## src/hdl/cau_pkg.sv

```systemverilog
// ----------------------------------------------------------------------------
// cau_pkg
// Shared constants, types and helper functions of the complex arithmetic unit.
// ----------------------------------------------------------------------------
package cau_pkg;

   localparam int DATA_WIDTH    = 32;
   localparam int FRAC_BITS     = 16;
   localparam int CORDIC_STAGES = 16;
   localparam int QUO_BITS      = 32;
   localparam int NUM_CELLS     = 32;
   localparam int IDX_W         = 5;
   localparam int TOL_W         = 31;
   localparam int ANG_W         = 35;
   localparam int ANG_SHIFT     = 30 - FRAC_BITS;

   localparam logic signed [ANG_W-1:0] HALF_PI_Q30 = 35'sd1686629713;
   localparam logic [DATA_WIDTH-1:0]   SAT_HI      = 32'h7FFF_FFFF;
   localparam logic [DATA_WIDTH-1:0]   SAT_LO      = 32'h8000_0000;

   typedef logic [3:0] action_type;

   localparam action_type ACT_ADD      = 4'd0;
   localparam action_type ACT_SUB      = 4'd1;
   localparam action_type ACT_MUL      = 4'd2;
   localparam action_type ACT_DIV      = 4'd3;
   localparam action_type ACT_DIV_REAL = 4'd4;
   localparam action_type ACT_EQUAL    = 4'd5;
   localparam action_type ACT_MAG      = 4'd6;
   localparam action_type ACT_ANGLE    = 4'd7;
   localparam action_type ACT_CONJ     = 4'd8;

   // one item as it travels down the cell row
   typedef struct packed {
      action_type        action;
      logic [31:0]       fast_re;
      logic [31:0]       fast_im;
      logic              fast_eq;
      logic              fast_ov;
      logic              div_zero;
      logic              ar_neg;
      logic              ai_neg;
      logic              angle_zero;
      logic              neg_re;
      logic              neg_im;
      logic              big_re;
      logic              big_im;
      logic [63:0]       dvs;
      logic [63:0]       rem_re;
      logic [63:0]       rem_im;
      logic [31:0]       num_re;
      logic [31:0]       num_im;
      logic [31:0]       quo_re;
      logic [31:0]       quo_im;
      logic [63:0]       sq_s;
      logic [63:0]       sq_res;
      logic [ANG_W-1:0]  cx;
      logic [ANG_W-1:0]  cy;
      logic [ANG_W-1:0]  cz;
   } cell_data_type;

   // atan(2^-i) in Q2.30
   function automatic logic [29:0] atan_q30(input logic [IDX_W-1:0] i);
      logic [29:0] v;
      case (i)
         5'd0:  v = 30'd843314857;
         5'd1:  v = 30'd497837829;
         5'd2:  v = 30'd263043837;
         5'd3:  v = 30'd133525159;
         5'd4:  v = 30'd67021687;
         5'd5:  v = 30'd33543516;
         5'd6:  v = 30'd16775851;
         5'd7:  v = 30'd8388438;
         5'd8:  v = 30'd4194283;
         5'd9:  v = 30'd2097150;
         5'd10: v = 30'd1048576;
         5'd11: v = 30'd524288;
         5'd12: v = 30'd262144;
         5'd13: v = 30'd131072;
         5'd14: v = 30'd65536;
         5'd15: v = 30'd32768;
         5'd16: v = 30'd16384;
         5'd17: v = 30'd8192;
         5'd18: v = 30'd4096;
         5'd19: v = 30'd2048;
         5'd20: v = 30'd1024;
         5'd21: v = 30'd512;
         5'd22: v = 30'd256;
         5'd23: v = 30'd128;
         5'd24: v = 30'd64;
         5'd25: v = 30'd32;
         5'd26: v = 30'd16;
         5'd27: v = 30'd8;
         5'd28: v = 30'd4;
         5'd29: v = 30'd2;
         5'd30: v = 30'd1;
         default: v = 30'd0;
      endcase
      return v;
   endfunction

   // saturate to signed 32 bits; msb of result is the overflow flag
   function automatic logic [32:0] sat32(input logic signed [65:0] v);
      logic [32:0] r;
      if (v > 66'sh7FFF_FFFF) begin
         r = {1'b1, SAT_HI};
      end else if (v < -66'sh8000_0000) begin
         r = {1'b1, SAT_LO};
      end else begin
         r = {1'b0, v[31:0]};
      end
      return r;
   endfunction

endpackage

```

## src/hdl/cau_cell.sv

```systemverilog
// ----------------------------------------------------------------------------
// cau_cell
// One step of both dividers, the square root and the CORDIC rotation.
// ----------------------------------------------------------------------------
module cau_cell (
   input  logic                        clock,
   input  logic                        reset,
   input  logic                        en,
   input  logic [cau_pkg::IDX_W-1:0]   idx,
   input  logic                        in_valid,
   input  cau_pkg::cell_data_type      in_data,
   output logic                        out_valid,
   output cau_pkg::cell_data_type      out_data
);
   import cau_pkg::*;

   logic          valid_ff;
   cell_data_type data_ff, data_in;

   logic [64:0]   t_re, t_im;
   logic [6:0]    sh;
   logic [63:0]   sbit, trial;
   logic signed [ANG_W-1:0] x, y, z, xs, ys;

   always_comb begin
      data_in = in_data;

      // restoring divide: bring in one dividend bit
      t_re = {in_data.rem_re, in_data.num_re[31]};
      t_im = {in_data.rem_im, in_data.num_im[31]};
      data_in.num_re = {in_data.num_re[30:0], 1'b0};
      data_in.num_im = {in_data.num_im[30:0], 1'b0};
      if (t_re >= {1'b0, in_data.dvs}) begin
         data_in.rem_re = 64'(t_re - {1'b0, in_data.dvs});
         data_in.quo_re = {in_data.quo_re[30:0], 1'b1};
      end else begin
         data_in.rem_re = t_re[63:0];
         data_in.quo_re = {in_data.quo_re[30:0], 1'b0};
      end
      if (t_im >= {1'b0, in_data.dvs}) begin
         data_in.rem_im = 64'(t_im - {1'b0, in_data.dvs});
         data_in.quo_im = {in_data.quo_im[30:0], 1'b1};
      end else begin
         data_in.rem_im = t_im[63:0];
         data_in.quo_im = {in_data.quo_im[30:0], 1'b0};
      end

      // square root, one result bit per cell from two bits of the radicand
      sh    = 7'd62 - 7'({idx, 1'b0});
      sbit  = 64'd1 << sh;
      trial = in_data.sq_res + sbit;
      if (in_data.sq_s >= trial) begin
         data_in.sq_s   = in_data.sq_s - trial;
         data_in.sq_res = (in_data.sq_res >> 1) + sbit;
      end else begin
         data_in.sq_res = in_data.sq_res >> 1;
      end

      // vectoring CORDIC
      x  = $signed(in_data.cx);
      y  = $signed(in_data.cy);
      z  = $signed(in_data.cz);
      xs = x >>> idx;
      ys = y >>> idx;
      if (int'(idx) < CORDIC_STAGES) begin
         if (!y[ANG_W-1]) begin
            data_in.cx = x + ys;
            data_in.cy = y - xs;
            data_in.cz = z + ANG_W'(atan_q30(idx));
         end else begin
            data_in.cx = x - ys;
            data_in.cy = y + xs;
            data_in.cz = z - ANG_W'(atan_q30(idx));
         end
      end
   end

   always_ff @(posedge clock) begin
      if (reset) begin
         valid_ff <= 1'b0;
      end else if (en) begin
         valid_ff <= in_valid;
      end
   end

   always_ff @(posedge clock) begin
      if (en) begin
         data_ff <= data_in;
      end
   end

   assign out_valid = valid_ff;
   assign out_data  = data_ff;

endmodule

```

## config.mk

```make
export PLATFORM = sky130hd
export DESIGN_NAME = cau_cell
export DESIGN_NICKNAME = d
export VERILOG_FILES = /design/src/hdl/cau_pkg.sv /design/src/hdl/cau_cell.sv
export SDC_FILE = /design/constraint.sdc
export NUM_CORES = 2
export LEC_CHECK = 0
export ABC_AREA = 1
export BUFFER_PORTS_ARGS = -buffer_cell sky130_fd_sc_hd__buf_2
export CORE_AREA = 2 2 490 492
export CTS_CLUSTER_SIZE = 14
export DETAILED_ROUTE_END_ITERATION = 16
export DIE_AREA = 0 0 492 494
export GPL_ROUTABILITY_DRIVEN = 0
export SETUP_SLACK_MARGIN = 0.4
export SYNTH_ARGS = -nofsm -noshare
export SYNTH_HDL_FRONTEND = slang
export SYNTH_SLANG_ARGS = --single-unit
export TNS_END_PERCENT = 30
```

## constraint.sdc

```tcl
create_clock -name clock -period 6.3 [get_ports clock]
set_input_delay 0.63 -clock clock [delete_from_list [all_inputs] [get_ports clock]]
set_output_delay 0.63 -clock clock [all_outputs]
set_load 0.01 [all_outputs]
```

==> impl_metrics.json <==
{
  "status": "complete, no violations",
  "wirelength_um": 311000,
  "crit_required_ns": 6.77,
  "chipWidth_um": 492,
  "setup.worst_path.class": "in2reg",
  "stdcell_count": 12500,
  "synth_top_area_share_pct": 34.0,
  "hpwl_um": 265000,
  "clkSinkCount": 630,
  "yosys.area.top_type": "edfxtp_1",
  "final.period_utilization_pct": 88.8,
  "rows": 179,
  "cts_tree": "done",
  "ioPinCount": 1272,
  "start_kind": "input port",
  "postCtsSetupRepairBufs": 0,
  "fin_total_pwr_mw": 16.3,
  "final_common_cell": "nand2_1",
  "die_h_um": 494,
  "grt_usage_pct": 24.3,
  "synthTopCellsByArea": "edfxtp_1 34%, nand2_1 14%, ha_1 8.1%, inv_1 6.2%, nor2_1 5.5%",
  "drc_errors": 0,
  "slew_headroom_pct": 14.5,
  "grt.overflow.total": 0,
  "fin_crit_ns": 5.59,
  "grt_max_degree": 154,
  "fin_tns_setup_ns": 0,
  "syn_area_um2": 55500,
  "synth-main-ff-cell": "edfxtp_1",
  "synth-seq-cells": 630,
  "vias_per_cell": 4.94,
  "finalClockSkew_ns": 0,
  "avgSynthCellArea_um2": 7.11,
  "initial_core_util_pct": 23.4,
  "final_cell_mix": "2085 x nand2_1, 1265 x buf_2, 923 x inv_1",
  "syn_to_final_growth_pct": 25.6,
  "p_per_area_nw_per_um2": 233,
  "fmax_ghz": 0.179,
  "cp_data_arrival_time_ns": 6.06,
  "clock_latency_ns": 0.71,
  "cpMostUsedCell": "buf_4",
  "cpPeakStageDelay_ns": 0.42,
  "clkTransAtPathRegs_ns": 0.06,
  "cp_max_fo": 37,
  "dr.pass1.iters": 6,
  "core_area_um2": 237000,
  "grt_pass1_wl_um": 421000,
  "synth_cell_types": 68,
  "setup_viol": 0,
  "report.final.slew_viol_count": 0,
  "dp.cells": 12300,
  "finalNetCount": 10200,
  "worstRegToRegCells": 2,
  "ys_warn_count": 0,
  "ctsLongestPathBuffers": 3,
  "rsz0062_at_grt": "false",
  "cts-htree-levels": 3,
  "p_leak_nw": 31.3,
  "max_cap_viol_count": 0,
  "nFillCells": 26400,
  "io_buffers": 1267,
  "hold_violations": 0,
  "peakVddDrop_mv": 0.236,
  "grt_pass1_vias": 56400,
  "die_area_um2": 243000,
  "cts_root_buf": "clkbuf_16",
  "cts_buffers": 80,
  "layout-drive-gt1-share_pct": 19.0,
  "worst_path_max_delay_cell": "nand2_1",
  "async_reset_ff_share_pct": 0,
  "final_area_um2": 69800,
  "min_delay_path_depth": 1,
  "ant_nets": 0,
  "crit_path_end_kind": "flip-flop",
  "num_vias": 61800,
  "grt_antenna_before_repair": 118,
  "drt_iter0_drc": 6760,
  "syn_inst": 7809,
  "hold_class": "in2reg",
  "synth_edf_count": 629,
  "worstMarginPinSlew_ns": 1.27,
  "ys_seq_area_share_pct": 34.0,
  "post_drt_wl_per_cell_um": 24.8,
  "place_area_um2": 66900
}
-- power by group --
group | total (mW) | switching (mW) | internal [mW]
clock | 4.76 | 2.15 | 2.61
combinational | 6.01 | 4.03 | 1.98
sequential | 5.50 | 0.245 | 5.25
total | 16.3 | 6.42 | 9.84
-- layout make-up --
class,instances,area (um2),share of cell area [%]
multi-input combinational,6077,32300,46.2
sequential,630,18900,27.1
timing repair buffer,1501,8390,12.0
tap,3167,3960,5.68
inverter,941,3540,5.07
clock buffer,94,2050,2.94
clock inverter,50,532,0.762
antenna,48,120,0.172
-- final timing paths --
check / start / endpoint / slack [ns]
hold / removal: in_data[308] / out_data[309] / 0.08
setup reg to reg: out_valid / out_valid / 5.72
setup / recovery: idx[0] / out_data[161] / 0.71
hold reg to reg: out_valid / out_valid / 0.49
-- per-stage QoR --
stage / setup slack, ns / utilization, % / hold WS, ns
after global routing: 0.495 / 29.4 / 0.0298
final: 0.709 / 29.4 / 0.0819
after detailed placement: 0.0209 / 28.2 / 0.483
after floorplan: 1.18 / - / 0.528
after CTS: 0.800 / 29.3 / 0.000469
after global placement: 0.0234 / 28.2 / 0.469
-- sequential cells by signal (all words and copies together), names as in the netlist --
register,flops
out_data,629
out_valid,1
-- synth_stat cells (5+ instances only) --
cell type,instances
clkbuf_1,41
nor4_1,31
o221ai_1,8
a211oi_1,10
nand3b_1,18
o211ai_1,27
and3_1,7
a21o_1,50
buf_4,25
xor2_1,187
a21oi_1,511
edfxtp_1,629
inv_2,16
o31ai_1,9
fa_1,6
a21boi_0,21
ha_1,359
nor2_1,817
a221oi_1,13
inv_1,923
o21ai_0,601
o21ai_1,62
nand2_2,11
xnor2_1,157
nor2_4,7
buf_1,22
o21bai_1,49
nand3_1,597
a21oi_2,15
o2111ai_1,6
or2_1,5
and2_1,6
a31oi_1,81
or2_2,74
nor2_2,10
o21ai_2,10
nor3_1,84
nand4_1,55
buf_2,63
buf_6,11
o21a_1,51
nand2_1,2085
-- critical path, delay by kind of cell --
family	cells	cell delay (ns)
AND/OR/NAND/NOR	10	1.57
buffers and inverters	11	1.55
AO/OA/AOI/OAI	7	1.08
adder cells (fa/ha/maj)	3	0.98
XOR/XNOR	1	0.19
-- layer usage --
layer	wire length [um]	global-route usage, %	up-vias
met1	112000	27.0	28800
met5	480	0	-
met2	152000	42.7	3013
met3	25700	5.31	655
li1	-	-	29200
met4	19900	13.5	72
-- logic make-up (layout without fill, tap and decap cells) --
| family | Yosys count | in the layout | synth area share, % |
|---|---|---|---|
| multiplexers | 1 | 1 | 0.0180 |
| AO/OA/AOI/OAI | 1544 | 1544 | 15.6 |
| AND/OR/NAND/NOR | 3821 | 3821 | 28.7 |
| adder cells (fa/ha/maj) | 365 | 365 | 8.30 |
| flip-flops | 630 | 630 | 34.0 |
| buffers and inverters | 1103 | 2586 | 7.92 |
| other | 1 | 50 | 0.00675 |
| XOR/XNOR | 344 | 344 | 5.42 |
-- what timing repair did --
item                                   CTS  global route
gates resized for setup                  0             0
hold buffers                            20             0
endpoints found under the hold margin   20             0
Note: power is estimated with default switching activity, not from simulation.
