===== src/hdl/cau_pkg.sv =====
// ----------------------------------------------------------------------------
// cau_pkg
// Shared constants, types and helper functions of the complex arithmetic unit.
// ----------------------------------------------------------------------------
package cau_pkg;

   localparam int DATA_WIDTH    = 32;
   localparam int FRAC_BITS     = 16;
   localparam int CORDIC_STAGES = 16;
   localparam int QUO_BITS      = 32;
   localparam int NUM_CELLS     = 32;
   localparam int IDX_W         = 5;
   localparam int TOL_W         = 31;
   localparam int ANG_W         = 35;
   localparam int ANG_SHIFT     = 30 - FRAC_BITS;

   localparam logic signed [ANG_W-1:0] HALF_PI_Q30 = 35'sd1686629713;
   localparam logic [DATA_WIDTH-1:0]   SAT_HI      = 32'h7FFF_FFFF;
   localparam logic [DATA_WIDTH-1:0]   SAT_LO      = 32'h8000_0000;

   typedef logic [3:0] action_type;

   localparam action_type ACT_ADD      = 4'd0;
   localparam action_type ACT_SUB      = 4'd1;
   localparam action_type ACT_MUL      = 4'd2;
   localparam action_type ACT_DIV      = 4'd3;
   localparam action_type ACT_DIV_REAL = 4'd4;
   localparam action_type ACT_EQUAL    = 4'd5;
   localparam action_type ACT_MAG      = 4'd6;
   localparam action_type ACT_ANGLE    = 4'd7;
   localparam action_type ACT_CONJ     = 4'd8;

   // one item as it travels down the cell row
   typedef struct packed {
      action_type        action;
      logic [31:0]       fast_re;
      logic [31:0]       fast_im;
      logic              fast_eq;
      logic              fast_ov;
      logic              div_zero;
      logic              ar_neg;
      logic              ai_neg;
      logic              angle_zero;
      logic              neg_re;
      logic              neg_im;
      logic              big_re;
      logic              big_im;
      logic [63:0]       dvs;
      logic [63:0]       rem_re;
      logic [63:0]       rem_im;
      logic [31:0]       num_re;
      logic [31:0]       num_im;
      logic [31:0]       quo_re;
      logic [31:0]       quo_im;
      logic [63:0]       sq_s;
      logic [63:0]       sq_res;
      logic [ANG_W-1:0]  cx;
      logic [ANG_W-1:0]  cy;
      logic [ANG_W-1:0]  cz;
   } cell_data_type;

   // atan(2^-i) in Q2.30
   function automatic logic [29:0] atan_q30(input logic [IDX_W-1:0] i);
      logic [29:0] v;
      case (i)
         5'd0:  v = 30'd843314857;
         5'd1:  v = 30'd497837829;
         5'd2:  v = 30'd263043837;
         5'd3:  v = 30'd133525159;
         5'd4:  v = 30'd67021687;
         5'd5:  v = 30'd33543516;
         5'd6:  v = 30'd16775851;
         5'd7:  v = 30'd8388438;
         5'd8:  v = 30'd4194283;
         5'd9:  v = 30'd2097150;
         5'd10: v = 30'd1048576;
         5'd11: v = 30'd524288;
         5'd12: v = 30'd262144;
         5'd13: v = 30'd131072;
         5'd14: v = 30'd65536;
         5'd15: v = 30'd32768;
         5'd16: v = 30'd16384;
         5'd17: v = 30'd8192;
         5'd18: v = 30'd4096;
         5'd19: v = 30'd2048;
         5'd20: v = 30'd1024;
         5'd21: v = 30'd512;
         5'd22: v = 30'd256;
         5'd23: v = 30'd128;
         5'd24: v = 30'd64;
         5'd25: v = 30'd32;
         5'd26: v = 30'd16;
         5'd27: v = 30'd8;
         5'd28: v = 30'd4;
         5'd29: v = 30'd2;
         5'd30: v = 30'd1;
         default: v = 30'd0;
      endcase
      return v;
   endfunction

   // saturate to signed 32 bits; msb of result is the overflow flag
   function automatic logic [32:0] sat32(input logic signed [65:0] v);
      logic [32:0] r;
      if (v > 66'sh7FFF_FFFF) begin
         r = {1'b1, SAT_HI};
      end else if (v < -66'sh8000_0000) begin
         r = {1'b1, SAT_LO};
      end else begin
         r = {1'b0, v[31:0]};
      end
      return r;
   endfunction

endpackage


===== src/hdl/cau_back.sv =====
// ----------------------------------------------------------------------------
// cau_back
// Sign, saturation and action select after the cell row; output register.
// ----------------------------------------------------------------------------
module cau_back (
   input  logic                   clock,
   input  logic                   reset,
   input  logic                   en,
   input  logic                   in_valid,
   input  cau_pkg::cell_data_type in_data,
   output logic                   out_valid,
   output logic [31:0]            out_re,
   output logic [31:0]            out_im,
   output logic                   out_eq,
   output logic                   out_dz,
   output logic                   out_ov
);
   import cau_pkg::*;

   logic        valid_ff;
   logic [31:0] re_ff, im_ff, re_in, im_in;
   logic        eq_ff, dz_ff, ov_ff, eq_in, dz_in, ov_in;

   logic [32:0] qre, qim;
   logic signed [ANG_W-1:0] zr;

   function automatic logic [32:0] div_sat(input logic [31:0] q, input logic big,
                                           input logic neg);
      logic [32:0] r;
      if (big) begin
         r = {1'b1, neg ? SAT_LO : SAT_HI};
      end else if (!neg) begin
         r = q[31] ? {1'b1, SAT_HI} : {1'b0, q};
      end else begin
         r = (q > SAT_LO) ? {1'b1, SAT_LO} : {1'b0, 32'(-q)};
      end
      return r;
   endfunction

   always_comb begin
      qre   = div_sat(in_data.quo_re, in_data.big_re, in_data.neg_re);
      qim   = div_sat(in_data.quo_im, in_data.big_im, in_data.neg_im);
      zr    = ($signed(in_data.cz) + $signed(ANG_W'(1 << (ANG_SHIFT - 1)))) >>> ANG_SHIFT;
      re_in = '0;
      im_in = '0;
      eq_in = 1'b0;
      dz_in = 1'b0;
      ov_in = 1'b0;
      case (in_data.action) inside
         ACT_ADD, ACT_SUB, ACT_MUL, ACT_CONJ: begin
            re_in = in_data.fast_re;
            im_in = in_data.fast_im;
            ov_in = in_data.fast_ov;
         end
         ACT_EQUAL: begin
            eq_in = in_data.fast_eq;
         end
         ACT_DIV, ACT_DIV_REAL: begin
            if (in_data.div_zero) begin
               re_in = in_data.ar_neg ? SAT_LO : SAT_HI;
               im_in = in_data.ai_neg ? SAT_LO : SAT_HI;
               dz_in = 1'b1;
            end else begin
               re_in = qre[31:0];
               im_in = qim[31:0];
               ov_in = qre[32] | qim[32];
            end
         end
         ACT_MAG: begin
            if (in_data.sq_res[63:31] != 33'd0) begin
               re_in = SAT_HI;
               ov_in = 1'b1;
            end else begin
               re_in = in_data.sq_res[31:0];
            end
         end
         ACT_ANGLE: begin
            re_in = in_data.angle_zero ? 32'd0 : zr[31:0];
         end
         default: ;
      endcase
   end

   always_ff @(posedge clock) begin
      if (reset) begin
         valid_ff <= 1'b0;
      end else if (en) begin
         valid_ff <= in_valid;
      end
   end

   always_ff @(posedge clock) begin
      if (en) begin
         re_ff <= re_in;
         im_ff <= im_in;
         eq_ff <= eq_in;
         dz_ff <= dz_in;
         ov_ff <= ov_in;
      end
   end

   assign out_valid = valid_ff;
   assign out_re    = re_ff;
   assign out_im    = im_ff;
   assign out_eq    = eq_ff;
   assign out_dz    = dz_ff;
   assign out_ov    = ov_ff;

endmodule


===== config.mk =====
export PLATFORM = sky130hd
export DESIGN_NAME = cau_back
export DESIGN_NICKNAME = d
export VERILOG_FILES = /design/src/hdl/cau_pkg.sv /design/src/hdl/cau_back.sv
export SDC_FILE = /design/constraint.sdc
export NUM_CORES = 1
export LEC_CHECK = 0
export ABC_AREA = 1
export BUFFER_PORTS_ARGS = -buffer_cell sky130_fd_sc_hd__buf_2
export CAP_MARGIN = 20
export CORE_AREA = 2 2 273 275
export DETAILED_ROUTE_END_ITERATION = 8
export DIE_AREA = 0 0 275 277
export MAX_ROUTING_LAYER = met4
export PLACE_DENSITY = 0.37
export SYNTH_ARGS = -nofsm -noshare
export SYNTH_HDL_FRONTEND = slang
export SYNTH_SLANG_ARGS = --single-unit
export TNS_END_PERCENT = 1

===== constraint.sdc =====
create_clock -name clock -period 3.62 [get_ports clock]
set_input_delay 0.543 -clock clock [delete_from_list [all_inputs] [get_ports clock]]
set_output_delay 0.543 -clock clock [all_outputs]
set_load 0.1 [all_outputs]

==> results of run 1 <==
## worst max-delay path by stage
stage / slack, ns / depth (start not counted) / endpoint / startpoint
3_5_place_dp: 0.67 / 15 / out_im[14]$_DFFE_PP_ / in_data[233]
2_1_floorplan: 1.61 / 15 / out_im[18]$_DFFE_PP_ / in_data[233]
6_report: 1.08 / 15 / out_im[14]$_DFFE_PP_ / in_data[233]
5_1_grt: 0.89 / 15 / out_im[17]$_DFFE_PP_ / in_data[233]
3_3_place_gp: 0.64 / 15 / out_im[14]$_DFFE_PP_ / in_data[233]
4_1_cts: 1.09 / 15 / out_im[14]$_DFFE_PP_ / in_data[233]
## cell usage in the layout, fill, tap and decap left out, types with 15 or more instances in the layout
master      n
nand2_1   465
buf_2     298
nor2_1    132
nand3_1    97
inv_1      94
edfxtp_1   67
o21ai_0    63
a21oi_1    33
xor2_1     28
a31oi_1    25
buf_4      25
nor3_1     16
nand4_1    16
o21ai_1    15
## logic make-up (layout without fill, tap and decap cells)
group / Yosys count / after routing / synth area share
other cells: 0 / 6 / 0
fa+ha+maj: 3 / 3 / 0.005311
buf+inv: 143 / 442 / 0.08231
compound gates: 157 / 157 / 0.1250
mux: 1 / 1 / 0.001416
xor+xnor: 32 / 32 / 0.03965
simple gates: 768 / 768 / 0.4588
flops: 68 / 68 / 0.2875
## critical path, stage by stage
cell	delay, ns
buf_2	0.09
inv_1	0.06
ha_1	0.21
nand2_1	0.09
inv_1	0.06
nand3_1	0.11
nor2_1	0.08
nand2_1	0.16
inv_1	0.06
nand2_1	0.06
nand3_1	0.51
o21ai_0	0.25
nand2_1	0.07
nand3_1	0.12
nand2_1	0.16
## sequential cells by signal, indices dropped and copies added (netlist names)
register   count
out_dz         1
out_eq         1
out_im        32
out_ov         1
out_re        32
out_valid      1
## metal layers
metal  global-route usage  wire length (um)  vias to the layer above  share of wire
li1                     -                 -                     4429              -
met5                    -                 0                        -              0
met1               0.1477             19280                     4204           0.43
met4              0.02495               769                        0          0.017
met2               0.1941             21100                      347           0.47
met3              0.03069              3535                       27          0.079
## metrics by stage
stage | worst slack, ns | area (um2)
floorplan | 1.613 | 7068
global placement | 0.6403 | 9768
detailed placement | 0.6705 | 9768
CTS | 1.090 | 10100
global route | 0.8913 | 10110
finish | 1.076 | 10120
## area by class of cell
type                            count  area [um2]
Fill cell                        8705       63450
Multi-Input combinational cell    961        4457
Sequential cell                    68        2032
Timing Repair Buffer              323        1679
Tap cell                          969        1212
Inverter                          103       387.9
Clock buffer                        9       225.2
Clock inverter                      7       108.9
Antenna cell                        6       15.01
## power by group
part	switching [mW]	total, mW	leakage [nW]	internal [mW]
clock	0.482	1.10	0.164	0.619
sequential	0.0250	0.984	0.653	0.959
combinational	1.07	1.35	3.70	0.281
==> results.tsv, run 1 <==
stage	metric	value	unit
clocking	cts_root_buffer	clkbuf_16	
drt	drtIter0Drc	738	
power	total_power	3.435	mW
clocking	clock-sinks	68	
floorplanning	die_height	277	um
finish	fin_util	0.1375	
synth	ys_seq_elements	68	
clocking	postCtsSetupRepairBufs	0	
setup_path	r2r_slack	3.02	ns
synth	synth_top_area_share	0.2847	
global_route	grt_pass1_wl	62590	um
setup_path	crit_fanout	13	
worst_hold_path	hold_depth	2	
sta	hold_slack	0.3098	ns
sta	tns	0	ns
floorplanning	dieArea	0.07618	mm2
setup_path	r2r_end	out_valid$_SDFFE_PP0P_	
drt	routedWlPerCell	18.27	um
drt	ant_nets	0	
floorplanning	coreArea	0.07357	mm2
synth	synth_top_area_cell	edfxtp_1	
sta	hold_viol_final	0	
power	power_leakage	4.519	nW
drt	finalWirelength	44690	um
floorplanning	io_pins	703	
finish	layout.cells.non_filler	2446	
synth	ys_seq_area_frac	0.2875	
clocking	cts_htree_levels	3	
setup_path	r2r_start	out_valid$_SDFFE_PP0P_	
power	peakVddDrop	159.4	uV
sta	timing.fmax	393.1	MHz
global_route	grt_pass1_vias	8909	
clocking	clk_transition_reported_paths	0.07	ns
setup_path	reg2reg_depth	2	
synth	syn_area	0.007068	mm2
setup_path	start_kind	input pin	
synth	synthesis.nets	1810	
synth	ys_types	48	
sta	rsz0062_at_grt	no	
floorplanning	start_util	0.09607	
global_route	antenna_found_initial	9	
global_route	grt_max_degree	32	
clocking	cts_tree	yes	
global_route	grt_overflow_total	0	
synth	async_flop_share	0	
sta	period_needed	2.544	ns
drt	vias_per_cell	3.682	
placement	hpwlAfterDp	37170	um
global_route	track_usage	0.1192	
floorplanning	die_x	275	um
finish	area_delta_synth_final	43.14	%
drt	dr.pass1.iters	6	
synth	ys_top_cells_by_area	edfxtp_1, nand2_1, nor2_1	
clocking	cts_resized	0	
status	status	finished clean	
finish	nets	2104	
setup_path	cp-end-kind	flip-flop	
sta	worst_slew_pin_slew	0.8417	ns
setup_path	crit_type	input pin to flip-flop	
worst_hold_path	hp-class	input pin to flip-flop	
power	powerDensity	339.5	mW/mm2
worst_hold_path	holdPathEnd	out_valid$_SDFFE_PP0P_	
synth	syn_avg_cell_area	6.031	um2
sta	report.final.slew_viol_count	0	
placement	dp_cells	2424	
clocking	clock_latency	0.38	ns
sta	slew_headroom	0.4358	
job	cap_violations	0	
setup_path	worstPathRequired	3.72	ns
finish	layout-drive-gt1-share	0.2583	
clocking	cts_inserted_buffers	9	
sta	finClkSkew	0	ns
placement	gp_congestion	0.9138	
synth	synthCells	1172	
synth	synth_common_cells	nand2_1, nor2_1, nand3_1	
synth	synth.most_common_cell	nand2_1	
worst_hold_path	hp-start	reset	
drt	drc_errors	0	
clocking	ctsHoldBuffers	0	
synth	synth_edf_count	67	
sta	period_share	0.7027	
floorplanning	row_count	100	
placement	io_buffers	299	
drt	via_count	9007	
sta	setup_violations	0	
synth	synth_ff_type	edfxtp_1	
setup_path	critPathArrivalTime	2.64	ns
clocking	clock_path_buffers	2	
synth	yosys_warnings	0	
(Power assumes the default switching activity.)
==> run 2, diff against run 1 <==
clock period = 2.6 ns   (was 3.62 ns; I/O delays follow)
==> run 2 against run 1 <==
Hold slack lost 0.14 ns; first-iteration DRC count shrank 16%; sequential cell count is the same; register-to-register slack lost 0.99 ns; wire length grew 0.26%; clock-buffer cell count is the same; critical endpoint is now out_im[3]$_DFFE_PP_.
==> results.tsv, run 2 (synthesis results as in run 1) <==
stage	metric	value	unit	change
sta	slew_headroom	0.5556		was 0.4358
placement	dp_cells	2470		was 2424
sta	report.final.slew_viol_count	0		unchanged
setup_path	r2r_slack	2.03	ns	was 3.02 ns
status	status	finished clean		unchanged
clocking	clock_path_buffers	2		unchanged
finish	area_delta_synth_final	49.07	%	was 43.14%
setup_path	r2r_start	out_valid$_SDFFE_PP0P_		unchanged
floorplanning	start_util	0.09607		unchanged
setup_path	r2r_end	out_valid$_SDFFE_PP0P_		unchanged
clocking	cts_resized	0		unchanged
clocking	cts_inserted_buffers	9		unchanged
clocking	clk_transition_reported_paths	0.07	ns	about the same
global_route	grt-busiest-layer	met2		unchanged
global_route	grt_max_degree	36		was 32
floorplanning	io_pins	703		unchanged
worst_hold_path	holdPathEnd	out_valid$_SDFFE_PP0P_		unchanged
setup_path	crit_fanout	4		was 13
finish	layout.cells.non_filler	2495		was 2446
global_route	track_usage	0.1191		was 0.1192
worst_hold_path	hp-start	reset		unchanged
drt	drc_errors	0		unchanged
finish	nets	2150		was 2104
floorplanning	coreArea	0.07357	mm2	unchanged
drt	dr.pass1.iters	5		was 6
floorplanning	row_count	100		unchanged
global_route	grtUsageMet3	0.02939		was 0.03069
floorplanning	die_height	277	um	unchanged
clocking	postCtsSetupRepairBufs	0		unchanged
global_route	grt_pass1_wl	62910	um	was 62590 um
job	cap_violations	0		unchanged
setup_path	cp-end-kind	flip-flop		unchanged
clocking	cts_root_buffer	clkbuf_16		unchanged
setup_path	reg2reg_depth	2		unchanged
sta	rsz0062_at_grt	no		unchanged
clocking	cts_htree_levels	3		unchanged
global_route	grt_pass1_vias	9043		was 8909
drt	drtIter0Drc	619		was 738
finish	layout-drive-gt1-share	0.2802		was 0.2583
power	power_leakage	4.751	nW	was 4.519 nW
setup_path	critPathArrivalTime	2.75	ns	was 2.64 ns
drt	finalWirelength	44810	um	was 44690 um
finish	regArea	0.002032	mm2	unchanged
finish	layout_commonest_cell	nand2_1		unchanged
finish	fillers	8664		was 8705
setup_path	worstPathRequired	2.84	ns	was 3.72 ns
global_route	grt_overflow_total	0		unchanged
setup_path	crit_type	input pin to flip-flop		unchanged
drt	ant_nets	0		unchanged
global_route	grtUsageMet1	0.1496		was 0.1477
placement	gp_congestion	0.9242		was 0.9138
global_route	antenna_found_initial	11		was 9
sta	period_needed	2.504	ns	
worst_hold_path	hold_depth	2		unchanged
sta	timing.fmax	399.4	MHz	
global_route	use_met2	0.1891		was 0.1941
drt	vias_per_cell	3.631		was 3.682
placement	io_buffers	299		unchanged
clocking	cts_tree	yes		unchanged
worst_hold_path	hp-class	input pin to flip-flop		unchanged
sta	worst_slew_pin_slew	0.6596	ns	was 0.8417 ns
clocking	clock-sinks	68		unchanged
finish	multi_input_area	0.004457	mm2	unchanged
setup_path	start_kind	input pin		unchanged
drt	via_count	9060		was 9007
power	peakVddDrop	282.3	uV	was 159.4 uV
power	powerDensity	447.3	mW/mm2	was 339.5 mW/mm2
clocking	clock_latency	0.37	ns	was 0.38 ns
sta	period_share	0.9629		
drt	routedWlPerCell	17.96	um	was 18.27 um
sta	setup_violations	0		unchanged
clocking	ctsHoldBuffers	0		unchanged
floorplanning	die_x	275	um	unchanged
placement	hpwlAfterDp	37670	um	was 37170 um
finish	final_cell_mix	nand2_1, buf_2, nor2_1		unchanged
floorplanning	dieArea	0.07618	mm2	unchanged
finish	fin_util	0.1432		was 0.1375
sta	hold_viol_final	0		unchanged
sta	finClkSkew	0	ns	unchanged
run 2: changes by cell type in the layout (fill, tap and decap cells not counted), sizes merged:
| cell | before | now |
|---|---|---|
| bufinv | 2 | 1 |
| buf | 323 | 369 |
| inv | 102 | 101 |
| clkinvlp | 0 | 2 |
| diode | 6 | 9 |
run 2: per-layer routing:
layer	vias to the layer above	routed length, um
li1	4530	-
met1	4140	20120
met2	358	20450
met3	32	3089
met4	0	1147
met5	-	0
run 2: final cells by class:
| cell class | count | area share |
|---|---|---|
| multi-input combinational | 961 | 0.4230 |
| timing repair buffer | 369 | 0.2016 |
| sequential | 68 | 0.1929 |
| tap | 969 | 0.1151 |
| inverter | 103 | 0.03681 |
| clock buffer | 9 | 0.02138 |
| clock inverter | 7 | 0.007125 |
| antenna | 9 | 0.002138 |
run 2: power breakdown:
group / total, mW / switching (mW) / internal [mW]
sequential: 1.38 / 0.0407 / 1.34
combinational: 1.95 / 1.50 / 0.451
clock: 1.39 / 0.643 / 0.748
run 2: critical path, cell delays in order:
cell and delay [ns]:
buf_2 0.11, inv_1 0.08, ha_1 0.17, nand2_1 0.08, inv_1 0.07, nand3_1 0.10
nor2_1 0.21, nand2_1 0.18, o21ai_2 0.21, nand2_1 0.09, nand2_1 0.16, nand2_2 0.12
o21ai_0 0.52, buf_4 0.24
run 2: through the flow:
step	cell area, um2	setup WS [ns]	power [mW]	hold WS [ns]	setup TNS, ns
after floorplan	7068	0.7458	2.630	0.4624	0
after global placement	10210	-0.2686	3.380	0.4765	-0.6687
after detailed placement	10210	-0.2461	3.373	0.4750	-0.5035
after CTS	10510	0.1483	4.832	0.1299	0
after global routing	10530	0.007955	4.962	0.1607	0
final	10540	0.09639	4.713	0.1657	0
run 2: worst max-delay path by stage:
| stage | from | endpoint | slack, ns |
|---|---|---|---|
| floorplan | in_data[233] | out_im[18]$_DFFE_PP_ | 0.75 |
| global placement | in_data[233] | out_im[3]$_DFFE_PP_ | -0.27 |
| detailed placement | in_data[233] | out_im[3]$_DFFE_PP_ | -0.25 |
| CTS | in_data[233] | out_im[3]$_DFFE_PP_ | 0.15 |
| global route | in_data[233] | out_im[3]$_DFFE_PP_ | 0.008 |
| finish | in_data[233] | out_im[3]$_DFFE_PP_ | 0.1 |
==> run 3, diff against run 2 <==
==> constraint.sdc (replaced) <==
create_clock -name clock -period 2.6 [get_ports clock]
set_input_delay 0.52 -clock clock [delete_from_list [all_inputs] [get_ports clock]]
set_output_delay 0.52 -clock clock [all_outputs]
set_load 0.1 [all_outputs]
==> run 3 against run 2 <==
Via count grew 1.8%; core utilization grew 0.35 points; first-iteration DRC count shrank 6.5%; final cell count grew 1.2%; clock power grew 3%; register-to-register slack is essentially flat; critical endpoint is now out_im[2]$_DFFE_PP_; largest cell class unchanged.
==> results.tsv, run 3 (synthesis results as in run 1) <==
stage	metric	value	unit	change
status	status	finished clean		unchanged
finish	layout_commonest_cell	nand2_1		unchanged
finish	multi_input_area	0.004457	mm2	unchanged
drt	dr.pass1.iters	5		unchanged
drt	routedWlPerCell	17.85	um	was 17.96 um
setup_path	startpoint	in_data[233]		unchanged
power	peakVddDrop	225.6	uV	was 282.3 uV
global_route	grt_pass1_vias	9195		was 9043
finish	final_cell_mix	nand2_1, buf_2, nor2_1		unchanged
placement	hpwlAfterDp	38110	um	was 37670 um
placement	gp_congestion	0.9089		was 0.9242
floorplanning	coreArea	0.07357	mm2	unchanged
floorplanning	start_util	0.09607		unchanged
drt	drc_errors	0		unchanged
setup_path	r2r_start	out_valid$_SDFFE_PP0P_		unchanged
global_route	grt_max_degree	38		was 36
sta	setup_violations	0		unchanged
drt	drtIter0Drc	579		was 619
power	powerDensity	442.8	mW/mm2	was 447.3 mW/mm2
sta	report.final.slew_viol_count	0		unchanged
sta	worst_slew_pin_slew	0.5929	ns	was 0.6596 ns
floorplanning	die_x	275	um	unchanged
setup_path	crit_fanout	9		was 4
global_route	track_usage	0.1199		was 0.1191
sta	finClkSkew	0	ns	unchanged
floorplanning	io_pins	703		unchanged
finish	nets	2178		was 2150
sta	period_share	0.8832		was 0.9629
clocking	clock_path_buffers	2		unchanged
floorplanning	dieArea	0.07618	mm2	unchanged
drt	vias_per_cell	3.655		was 3.631
global_route	grt_overflow_total	0		unchanged
clocking	cts_resized	0		unchanged
setup_path	cp-end-kind	flip-flop		unchanged
sta	hold_viol_final	0		unchanged
clocking	ctsHoldBuffers	0		unchanged
placement	place_area	0.01046	mm2	was 0.01021 mm2
clocking	cts_htree_levels	3		unchanged
finish	area_delta_synth_final	52.75	%	was 49.07%
drt	finalWirelength	45060	um	was 44810 um
clocking	clock_latency	0.37	ns	about the same
worst_hold_path	hp-class	input pin to flip-flop		unchanged
clocking	clock-sinks	68		unchanged
clocking	postCtsSetupRepairBufs	0		unchanged
sta	slew_headroom	0.6043		was 0.5556
power	power_leakage	4.901	nW	was 4.751 nW
clocking	clk_transition_reported_paths	0.07	ns	about the same
finish	layout-drive-gt1-share	0.2939		was 0.2802
setup_path	worstPathRequired	2.85	ns	was 2.84 ns
clocking	cts_tree	yes		unchanged
sta	timing.fmax	435.5	MHz	was 399.4 MHz
sta	period_needed	2.296	ns	was 2.504 ns
clocking	cts_root_buffer	clkbuf_16		unchanged
setup_path	start_kind	input pin		unchanged
global_route	antenna_found_initial	12		was 11
floorplanning	die_height	277	um	unchanged
clocking	cts_inserted_buffers	9		unchanged
setup_path	critPathArrivalTime	2.55	ns	was 2.75 ns
placement	io_buffers	299		unchanged
floorplanning	row_count	100		unchanged
sta	rsz0062_at_grt	no		unchanged
finish	fin_area	0.01080	mm2	was 0.01054 mm2
drt	ant_nets	0		unchanged
placement	place_ws	-0.1090	ns	was -0.2461 ns
sta	fin_ws	0.3038	ns	was 0.09639 ns
finish	fillers	8698		was 8664
worst_hold_path	hp-start	reset		unchanged
global_route	grt_pass1_wl	63470	um	was 62910 um
job	cap_violations	0		unchanged
drt	via_count	9226		was 9060
setup_path	crit_type	input pin to flip-flop		unchanged
finish	regArea	0.002032	mm2	unchanged
==> run 3: cell types whose count changed in the layout (fill, tap and decap cells not counted) <==
cell | previous run | this run
buf_12 | 8 | 11
diode_2 | 9 | 10
clkbuf_8 | 0 | 1
clkinv_1 | 3 | 2
inv_6 | 1 | 2
buf_4 | 63 | 88
clkinv_4 | 2 | 1
==> run 3: final cells by class <==
cell class                      instances  area share
Multi-Input combinational cell        961      0.4128
Timing Repair Buffer                  397      0.2197
Sequential cell                        68      0.1882
Tap cell                              969      0.1123
Inverter                              103     0.03593
Clock buffer                           10     0.02213
Clock inverter                          6    0.006606
Antenna cell                           10    0.002318
==> run 3: critical path, stage by stage <==
cell and delay [ns]:
buf_2 0.11, inv_1 0.07, ha_1 0.17, nand2_1 0.08
inv_1 0.07, nand3_1 0.11, nor2_1 0.16, nand2_1 0.14
o21ai_2 0.23, nand2_1 0.08, nand2_1 0.12, nand2_2 0.12
clkinv_2 0.15, nand2_1 0.06, nand2_1 0.19, buf_12 0.14
==> run 3: per-layer routing <==
| layer | vias up | track usage | wire, um |
|---|---|---|---|
| li1 | 4589 | - | - |
| met1 | 4279 | 0.1482 | 19950 |
| met2 | 336 | 0.1970 | 21220 |
| met3 | 22 | 0.02931 | 3134 |
| met4 | 0 | 0.02412 | 749 |
| met5 | - | - | 0 |
==> run 3: power by group <==
| group | internal, mW | total (mW) | switching [mW] |
|---|---|---|---|
| Sequential | 1.33 | 1.37 | 0.0375 |
| Combinational | 0.476 | 1.98 | 1.50 |
| Clock | 0.780 | 1.43 | 0.653 |
==> run 3: path summary, 6_finish.rpt <==
check,to,slack (ns),cells past startpoint
worst max-delay path,out_im[2]$_DFFE_PP_,0.30,16
worst min-delay path,out_valid$_SDFFE_PP0P_,0.29,2
worst min register to register,out_valid$_SDFFE_PP0P_,0.50,2
worst max register to register,out_valid$_SDFFE_PP0P_,2.02,2
==> run 3: stage by stage <==
step                instances  TNS [ns]  hold WS, ns  power, mW    util
floorplan                1172         0       0.5924      2.630       -
global placement         2498   -0.6205       0.4815      3.409  0.1422
detailed placement       2498   -0.4849       0.4877      3.399  0.1422
CTS                      2514         0       0.2636      4.910  0.1464
global route             2522         0       0.2834      5.043  0.1467
finish                   2524         0       0.2936      4.781  0.1468
